### config.mk
export PLATFORM = sky130hd
export DESIGN_NAME = ts_pid_filter
export DESIGN_NICKNAME = d
export VERILOG_FILES = /design/src/rtl/tspf_pkg.sv /design/src/rtl/tspf_parse.sv /design/src/rtl/tspf_outq.sv /design/src/rtl/ts_pid_filter.sv
export SDC_FILE = /design/constraint.sdc
export NUM_CORES = 1
export LEC_CHECK = 0
export BUFFER_PORTS_ARGS = -buffer_cell sky130_fd_sc_hd__buf_2
export CAP_MARGIN = 20
export CORE_ASPECT_RATIO = 0.9
export CORE_MARGIN = 1
export CORE_UTILIZATION = 60
export DETAILED_ROUTE_END_ITERATION = 7
export HOLD_SLACK_MARGIN = 0.1
export PLACE_DENSITY = 0.77
export SLEW_MARGIN = 0
export SYNTH_ARGS = -nofsm -noshare
export SYNTH_HDL_FRONTEND = slang
export SYNTH_HIERARCHICAL = 1
export SYNTH_SLANG_ARGS = --single-unit
### constraint.sdc
create_clock -name clk -period 4.2 [get_ports clk]
set_input_delay 0.42 -clock clk [delete_from_list [all_inputs] [get_ports clk]]
set_output_delay 0.42 -clock clk [all_outputs]
set_load 0.01 [all_outputs]
### src/rtl/tspf_pkg.sv
// Package for the transport stream PID filter: constants, the result type and the
// push bundle that passes from the packet parser to the output queue. No dependencies.
package tspf_pkg;

	// Stream format.
	localparam int unsigned PACKET_BYTES = 188;
	localparam logic [7:0] SYNC_VALUE = 8'h47;
	localparam int unsigned PID_W = 13;
	localparam int unsigned POS_W = 8;

	// Byte positions with a special meaning inside a packet.
	localparam logic [POS_W-1:0] POS_HUNT = 8'd0;
	localparam logic [POS_W-1:0] POS_PID_HI = 8'd1;
	localparam logic [POS_W-1:0] POS_PID_LO = 8'd2;

	// Results caused by one input item at most, and the output queue that holds them.
	localparam int unsigned MAX_RESULTS = 3;
	localparam int unsigned Q_DEPTH = 4;
	localparam int unsigned Q_PTR_W = $clog2(Q_DEPTH);
	localparam int unsigned Q_CNT_W = $clog2(Q_DEPTH + 1);
	localparam int unsigned PUSH_W = $clog2(MAX_RESULTS + 1);

	// One result item.
	typedef struct packed {
		logic [7:0] out_byte;
		logic       packet_start;
		logic       run_last;
	} tspf_result_t;

	// Results produced by one accepted input item, in order from index 0.
	typedef struct packed {
		logic [PUSH_W-1:0]                  count;
		tspf_result_t [MAX_RESULTS-1:0]     res;
	} tspf_push_t;

endpackage

### src/rtl/tspf_parse.sv
// Packet parser of the PID filter: sync hunting, header capture, PID match and body pass.
// Depends on tspf_pkg.
module tspf_parse (
	input  logic                   clk,
	input  logic                   arst_n,
	input  logic                   cfg_we,
	input  logic [12:0]            cfg_wdata,
	input  logic                   in_accept,
	input  logic [7:0]             in_byte,
	output tspf_pkg::tspf_push_t   push
);
	import tspf_pkg::*;

	logic [PID_W-1:0] target_pid_q;
	logic [POS_W-1:0] pos_q;
	logic [7:0]       held_hi_q;
	logic             passing_q;

	logic [POS_W-1:0] pos_d;
	logic [POS_W-1:0] pos_inc;
	logic [7:0]       held_hi_d;
	logic             passing_d;
	logic             pid_match;

	// Configuration register.
	always_ff @(posedge clk or negedge arst_n) begin
		if (!arst_n) begin
			target_pid_q <= '0;
		end else if (cfg_we) begin
			target_pid_q <= cfg_wdata;
		end
	end

	assign pid_match = ({held_hi_q[4:0], in_byte} == target_pid_q);
	assign pos_inc = pos_q + POS_W'(1);

	// Next state and the results for the item on the input.
	always_comb begin
		pos_d = pos_q;
		held_hi_d = held_hi_q;
		passing_d = passing_q;
		push = '0;
		if (in_accept) begin
			if (pos_q == POS_HUNT) begin
				if (in_byte == SYNC_VALUE) begin
					pos_d = POS_PID_HI;
					passing_d = 1'b0;
				end
			end else begin
				if (pos_q == POS_PID_HI) begin
					held_hi_d = in_byte;
				end else if (pos_q == POS_PID_LO) begin
					passing_d = pid_match;
					if (pid_match) begin
						push.count = PUSH_W'(3);
						push.res[0] = '{out_byte: SYNC_VALUE, packet_start: 1'b1,
							run_last: 1'b0};
						push.res[1] = '{out_byte: held_hi_q, packet_start: 1'b0,
							run_last: 1'b0};
						push.res[2] = '{out_byte: in_byte, packet_start: 1'b0,
							run_last: 1'b1};
					end
				end else if (passing_q) begin
					push.count = PUSH_W'(1);
					push.res[0] = '{out_byte: in_byte, packet_start: 1'b0, run_last: 1'b1};
				end
				// The packet ends after its last byte and hunting starts again.
				if (pos_inc >= POS_W'(PACKET_BYTES)) begin
					pos_d = POS_HUNT;
					passing_d = 1'b0;
				end else begin
					pos_d = pos_inc;
				end
			end
		end
	end

	// Parser state.
	always_ff @(posedge clk or negedge arst_n) begin
		if (!arst_n) begin
			pos_q <= POS_HUNT;
			held_hi_q <= '0;
			passing_q <= 1'b0;
		end else begin
			pos_q <= pos_d;
			held_hi_q <= held_hi_d;
			passing_q <= passing_d;
		end
	end

endmodule

### src/rtl/tspf_outq.sv
// Output queue of the PID filter: takes up to three results per cycle and hands out one when the output is ready.
// Depends on tspf_pkg.
module tspf_outq (
	input  logic                   clk,
	input  logic                   arst_n,
	input  tspf_pkg::tspf_push_t   push,
	output logic                   space_ok,
	output logic                   out_valid,
	input  logic                   out_ready,
	output tspf_pkg::tspf_result_t out_res
);
	import tspf_pkg::*;

	tspf_result_t       entry_q [Q_DEPTH];
	logic [Q_PTR_W-1:0] wr_ptr_q;
	logic [Q_PTR_W-1:0] rd_ptr_q;
	logic [Q_CNT_W-1:0] count_q;
	logic               pop;

	// Room for a whole header run is needed before the next item is taken.
	assign space_ok = (count_q <= Q_CNT_W'(Q_DEPTH - MAX_RESULTS));
	assign out_valid = (count_q != '0);
	assign out_res = entry_q[rd_ptr_q];
	assign pop = out_valid && out_ready;

	// Result storage; entries are written in order from the write pointer.
	always_ff @(posedge clk) begin
		for (int i = 0; i < MAX_RESULTS; i++) begin
			if (PUSH_W'(i) < push.count) begin
				entry_q[wr_ptr_q + Q_PTR_W'(i)] <= push.res[i];
			end
		end
	end

	// Pointers and fill level.
	always_ff @(posedge clk or negedge arst_n) begin
		if (!arst_n) begin
			wr_ptr_q <= '0;
			rd_ptr_q <= '0;
			count_q <= '0;
		end else begin
			wr_ptr_q <= wr_ptr_q + Q_PTR_W'(push.count);
			rd_ptr_q <= rd_ptr_q + Q_PTR_W'(pop);
			count_q <= count_q + Q_CNT_W'(push.count) - Q_CNT_W'(pop);
		end
	end

endmodule

### src/rtl/ts_pid_filter.sv
// Top level of the transport stream PID filter: packet parser feeding an output queue.
// Depends on tspf_pkg, tspf_parse and tspf_outq.
//
//   Channel  Direction  Ports                          Item
//   s        in         s_tvalid s_tready s_tdata      one raw stream byte
//   m        out        m_tvalid m_tready m_tdata ...  one byte of a matching packet
//   cfg      in         cfg_we cfg_wdata               target PID write
//
// One input item is taken per cycle while the output queue holds at most one result.
// A result reaches m only through the registered output queue, never straight from s.
// The header of a matching packet puts three results into the four-entry queue at once,
// so the input is held off until the queue has drained back to one result.
// Reset clears the parser to sync hunting, the target PID to zero and empties the queue.
// A stall on m fills the queue and then holds off s; no item is lost.
module ts_pid_filter (
	input  logic        clk,
	input  logic        arst_n,
	input  logic        cfg_we,
	input  logic [12:0] cfg_wdata,   // target_pid
	input  logic        s_tvalid,
	output logic        s_tready,
	input  logic [7:0]  s_tdata,     // in_byte
	output logic        m_tvalid,
	input  logic        m_tready,
	output logic [7:0]  m_tdata,     // out_byte
	output logic        m_tuser,     // packet_start
	output logic        m_tlast      // run_last
);
	import tspf_pkg::*;

	tspf_push_t   push;
	tspf_result_t out_res;
	logic         space_ok;
	logic         in_accept;

	assign s_tready = space_ok;
	assign in_accept = s_tvalid && space_ok;

	// Packet parsing and PID match.
	tspf_parse u_parse (
		.clk       (clk),
		.arst_n    (arst_n),
		.cfg_we    (cfg_we),
		.cfg_wdata (cfg_wdata),
		.in_accept (in_accept),
		.in_byte   (s_tdata),
		.push      (push)
	);

	// Result queue towards the output channel.
	tspf_outq u_outq (
		.clk       (clk),
		.arst_n    (arst_n),
		.push      (push),
		.space_ok  (space_ok),
		.out_valid (m_tvalid),
		.out_ready (m_tready),
		.out_res   (out_res)
	);

	assign m_tdata = out_res.out_byte;
	assign m_tuser = out_res.packet_start;
	assign m_tlast = out_res.run_last;

endmodule

==> results.yml, run 1 <==
synthesis:
  synth_cell_types: 58
  synth_top_area_share_pct: 25.9
  ys.flop_type: "edfxtp_1"
  ys_warn_count: 6
  synth_top_cell_by_area: "edfxtp_1"
  synth_seq_cells: 77
  yosysMostFrequentCell: "nand2_1"
  netlist_area_mm2: 0.00464
  synth_area_leaders: "edfxtp_1, dfrtp_1, nand2_1"
  async_flop_share_pct: 48.1
  syn_area_per_cell_um2: 10.1
  ys_seq_area_share_pct: 45.8
  synth_common_cells: "nand2_1, nor2_1, a31oi_1, edfxtp_1, dfrtp_1"
  synth_cells: 460
  synth_edf_count: 40
routing:
  drt-initial-drc-count: 366
  routedWlPerCell_um: 17.7
  vias_per_cell: 6.16
  drt_first_pass_iters: 5
  drt-total-wl_um: 10300
  vias: 3593
  postRouteAntennaNets: 0
  drc_errors: 0
clocking:
  cts_hold_buf: 0
  clkLatencyLatePin_ns: 0.35
  cts-root-buf: "clkbuf_8"
  cts_setup_buffers: 0
  cts_tree: "yes"
  numCtsBuffers: 9
  post_cts_resized: 0
  clk_pin_slew_ns: 0.08
  clkSinkCount: 77
  htree_levels: 3
  clockBufferDepth: 2
sta:
  max_freq_mhz: 292
  finalHoldWorstSlack_ns: 0.144
  finalSetupViolations: 0
  fin_crit_sh_pct: 81.5
  maxSlewHeadroom_pct: 40.2
  setup_tns_ns: 0
  final_hold_viol_count: 0
  tightest_slew_ns: 0.893
  finalClockSkew_ns: 0.0100
  fin_crit_ns: 3.42
  slew_viol_final: 0
  rsz0062_at_grt: "false"
setup_path:
  r2r_start: "u_outq/count_q[2]"
  cp_max_fo: 20
  critPathRequiredTime_ns: 4.25
  path_cells: "nor2_1 -> and2_1 -> inv_1 -> a31oi_1 -> and3_1 -> or2_1 -> nand4b_1 -> nor2_1 -> a31oi_1"
  cp_data_arrival_time_ns: 3.47
  worst_r2r_endpoint: "u_outq/entry_q[3][8]"
  rrSetupSlack_ns: 0.78
  crit_path_top_delay_cell: "nand4b_1"
  criticalPathCategory: "flop to flop"
  reg2reg_depth: 9
  startpoint_type: "flop"
  crit_path_max_incr_delay_ns: 0.77
  cp-end-kind: "flop"
global_route:
  grt-ovfl-total: 0
  grt_pass1_vias: 3462
  grt_max_degree: 49
  grt_util_all_layers_pct: 27.8
  antenna_found_initial: 0
  grt_pass1_wl_um: 16900
placement:
  place_area_mm2: 0.00480
  hpwl_um: 7030
  io_buffers: 37
  place_congestion: 0.852
floorplan:
  die_x_um: 94.7
  core_mm2: 0.00751
  initial_core_util_pct: 61.9
  num_rows: 30
  dieHeight_um: 85.5
  fp.dieArea_mm2: 0.00810
  io_pins: 38
job:
  drv_cap: 0
power:
  power_density_mw_per_mm2: 440
  irDropWorstVdd_uv: 330
  leakage_nw: 2.06
cells_and_area:
  finish.instance_area_mm2: 0.00499
  layout.nets: 516
  diodes: 0
  final_core_util_pct: 66.5
  drive_above_1_share_pct: 19.7
  area_delta_synth_final_pct: 7.54
min_path:
  hold_class: "primary input to async pin"
status:
  status: "completed"
## worst max path at each step
stage / start / slack, ns / cells past startpoint / end
detailed placement: u_outq/count_q[2] / 0.86 / 9 / u_outq/entry_q[1][9]
finish: u_outq/count_q[2] / 0.78 / 9 / u_outq/entry_q[3][8]
floorplan: u_parse/pos_q[5] / 0.98 / 11 / u_outq/entry_q[3][0]
global route: u_outq/count_q[2] / 0.58 / 9 / u_outq/entry_q[1][9]
CTS: u_outq/count_q[2] / 0.83 / 9 / u_outq/entry_q[3][5]
global placement: u_outq/count_q[2] / 0.93 / 9 / u_outq/entry_q[3][8]
## per-stage QoR
stage / cells / setup WS (ns) / power [mW]
after floorplan: 462 / 0.982 / 1.48
after global placement: 567 / 0.927 / 1.65
after detailed placement: 567 / 0.857 / 1.67
after CTS: 583 / 0.828 / 2.22
after global routing: 583 / 0.577 / 2.33
final: 583 / 0.776 / 2.20
## worst max-delay path, delay by kind of cell, from the launching register on
kind / cells / cell delay (ns)
and+or+nand+nor: 6 / 2.34
DFF: 1 / 0.42
AOI/OAI and AO/OA: 2 / 0.27
buffers and inverters: 1 / 0.09
## cell usage in the layout, fill, tap and decap left out, types with 3 or more instances in the layout
| master | instances |
|---|---|
| nand2_1 | 91 |
| nor2_1 | 45 |
| a31oi_1 | 43 |
| edfxtp_1 | 40 |
| buf_2 | 37 |
| dfrtp_1 | 37 |
| and2_1 | 23 |
| mux2_2 | 13 |
| inv_1 | 11 |
| xnor2_1 | 11 |
| mux4_2 | 10 |
| clkbuf_8 | 9 |
| nand3_1 | 9 |
| xor2_1 | 8 |
| mux2_1 | 8 |
| buf_4 | 7 |
| ha_1 | 7 |
| o21ai_0 | 6 |
| a21oi_1 | 6 |
| a21o_1 | 6 |
| nand4b_1 | 4 |
| nand4_1 | 3 |
| nor3_1 | 3 |
| conb_1 | 3 |
## where the power goes
| group | total (mW) | internal (mW) | switching (mW) |
|---|---|---|---|
| Sequential | 1.03 | 0.883 | 0.150 |
| Combinational | 0.612 | 0.330 | 0.282 |
| Clock | 0.552 | 0.285 | 0.267 |
## cell type report
cell class	instances	area, um^2
clock buffer	13	181
clock inverter	3	17.5
fill	581	2510
inverter	11	41.3
multi-input combinational	339	2270
sequential	77	2130
tap	96	120
timing repair buffer	44	238
## metal layers
metal  routed length (um)  GRT usage (%)
met1                 4200           36.3
met2                 4970           43.9
met3                  832           6.27
met4                  320           12.8
met5                    0              0
## logic make-up after synthesis
group	count (synthesis)	synth area share, %
and+or+nand+nor	202	21.9
DFF	77	45.8
AOI/OAI and AO/OA	76	10.9
buffers and inverters	46	5.50
muxes	31	9.94
xor gates and xnor gates	19	3.58
adders and majority gates	8	2.32
other	1	0.0807
## sequential cells by signal, summed over array words and instances (netlist names)
signal and flops:
u_outq/count_q 3, u_outq/entry_q 40, u_outq/rd_ptr_q 2, u_outq/wr_ptr_q 2, u_parse/held_hi_q 8, u_parse/passing_q 1, u_parse/pos_q 8, u_parse/target_pid_q 13
Power figures use the tool's default switching activity.
==> inputs of run 2 (changes only) <==
clock period = 3.25 ns   (was 4.2 ns; I/O delays follow)
==> run 2 against run 1 <==
Effect of this change: worst setup slack worse by 0.50 ns; utilization up 0.68 points; sequential power up 29%; global-route usage up 0.42 points; clock-buffer cell count down 4; wire length up 2.3%; critical endpoint is now u_outq/count_q[2]; largest cell class unchanged; highest routed layer unchanged.
==> results.yml, run 2 (synthesis results as in run 1) <==
clocking:
  htree_levels: 3
  clkLatencyLatePin_ns: 0.35
  cts-root-buf: "clkbuf_8"
  clockBufferDepth: 2
  cts_setup_buffers: 0
  clk_pin_slew_ns: 0.08
  clkSinkCount: 77
  numCtsBuffers: 9
  cts_tree: "yes"
min_path:
  hold_class: "primary input to flop"
  holdCritStartpoint: "cfg_wdata[10]"
floorplan:
  dieHeight_um: 85.5
  core_mm2: 0.00751
  num_rows: 30
  initial_core_util_pct: 61.9
  fp.dieArea_mm2: 0.00810
  io_pins: 38
  die_x_um: 94.7
sta:
  finalSetupViolations: 0
  rsz0062_at_grt: "false"
  setup_tns_ns: 0
  setup_ws_ns: 0.280
  maxSlewHeadroom_pct: 44.7
  slew_viol_final: 0
  finalClockSkew_ns: 0.00873
  fin_crit_sh_pct: 91.4
  final_hold_viol_count: 0
  max_freq_mhz: 337
  fin_crit_ns: 2.97
  tightest_slew_ns: 0.830
placement:
  hpwl_um: 7200
  place_ws_ns: 0.342
  io_buffers: 37
  place_congestion: 0.865
routing:
  drt_first_pass_iters: 5
  postRouteAntennaNets: 0
  drt-total-wl_um: 10600
  routedWlPerCell_um: 17.8
  drt-initial-drc-count: 340
  vias_per_cell: 6.19
  drc_errors: 0
  vias: 3664
power:
  irDropWorstVdd_uv: 381
  power_density_mw_per_mm2: 556
  leakage_nw: 2.10
  total_power_mw: 2.81
cells_and_area:
  largest_register: "u_outq/entry_q"
  diodes: 0
  layout_common_cells: "nand2_1, nor2_1, a31oi_1"
  largest_reg_flops: 40
  layout.nets: 525
  drive_above_1_share_pct: 20.8
  layout_commonest_cell: "nand2_1"
  area_delta_synth_final_pct: 8.65
  largestRegisters: "u_outq/entry_q x40, u_parse/target_pid_q x13"
global_route:
  grt_max_degree: 40
  grt_pass1_wl_um: 17100
  antenna_found_initial: 0
  grt_util_all_layers_pct: 28.2
  grt-ovfl-total: 0
  grt_pass1_vias: 3499
setup_path:
  r2r_start: "u_parse/pos_q[5]"
  cp_data_arrival_time_ns: 3.24
  criticalPathCategory: "flop to flop"
  cp_max_fo: 13
  cp-end-kind: "flop"
  critPathRequiredTime_ns: 3.52
  startpoint_type: "flop"
  startpoint: "u_parse/pos_q[5]"
status:
  status: "completed"
job:
  drv_cap: 0
run 2: changes by cell type in the layout (fill, tap and decap cells not counted):
cell and delta:
buf_4 +8, clkinv_1 +3, clkbuf_1 -2, clkbuf_16 -2, bufinv_16 +1, clkinv_2 +1, clkinvlp_4 -1, dlygate4sd3_1 +1
run 2: per-stage QoR:
| step | hold WS (ns) | instance area, um^2 | util (%) | std cells |
|---|---|---|---|---|
| after floorplan | 0.0294 | 4650 | - | 462 |
| after global placement | 0.453 | 4860 | 64.7 | 575 |
| after detailed placement | 0.456 | 4860 | 64.7 | 575 |
| after CTS | 0.192 | 5050 | 67.2 | 592 |
| after global routing | 0.197 | 5050 | 67.2 | 592 |
| final | 0.200 | 5050 | 67.2 | 592 |
run 2: timing repair:
action / CTS / global route
endpoints found under the hold margin: 29 / 0
hold buffers: 1 / 0
gates resized for setup: 0 / 0
endpoints found under the setup margin: 0 / 0
run 2: layout make-up:
type	instances	area [um^2]
Tap cell	96	120
Inverter	11	41.3
Timing Repair Buffer	53	308
Sequential cell	77	2130
Fill cell	601	2460
Clock inverter	7	56.3
Multi-Input combinational cell	339	2270
Clock buffer	9	124
run 2: metal layers:
metal / routed length, um / part of all wire [%] / vias to the layer above / global-route usage (%)
met5: 0 / 0 / - / 0
met4: 282 / 2.7 / 0 / 12.7
met3: 908 / 8.6 / 26 / 6.00
met2: 4920 / 47 / 208 / 44.9
met1: 4450 / 42 / 1733 / 36.9
li1: - / - / 1697 / -
run 2: worst paths after layout:
kind / cells past startpoint / slack [ns] / end
max: 9 / 0.28 / u_outq/count_q[2]
min: 2 / 0.20 / u_parse/target_pid_q[10]
max reg2reg: 9 / 0.28 / u_outq/count_q[2]
min reg2reg: 1 / 0.47 / u_parse/passing_q
max in group asynchronous: 2 / 2.12 / u_parse/held_hi_q[3]
min in group asynchronous: 2 / 0.60 / u_outq/rd_ptr_q[0]
run 2: worst max-delay path, stage by stage (launching register included):
cell     delay (ns)
dfrtp_1        0.49
nor4_4         0.32
and2_4         0.21
o21ai_0        0.09
and3_1         0.35
or2_1          0.44
ha_1           0.28
fa_1           0.38
xnor2_1        0.17
xnor2_1        0.14
run 2: power by group:
group | total [mW] | internal, mW | switching, mW
clock network | 0.681 | 0.343 | 0.338
registers | 1.33 | 1.14 | 0.192
logic | 0.792 | 0.427 | 0.365
total | 2.81 | 1.91 | 0.896
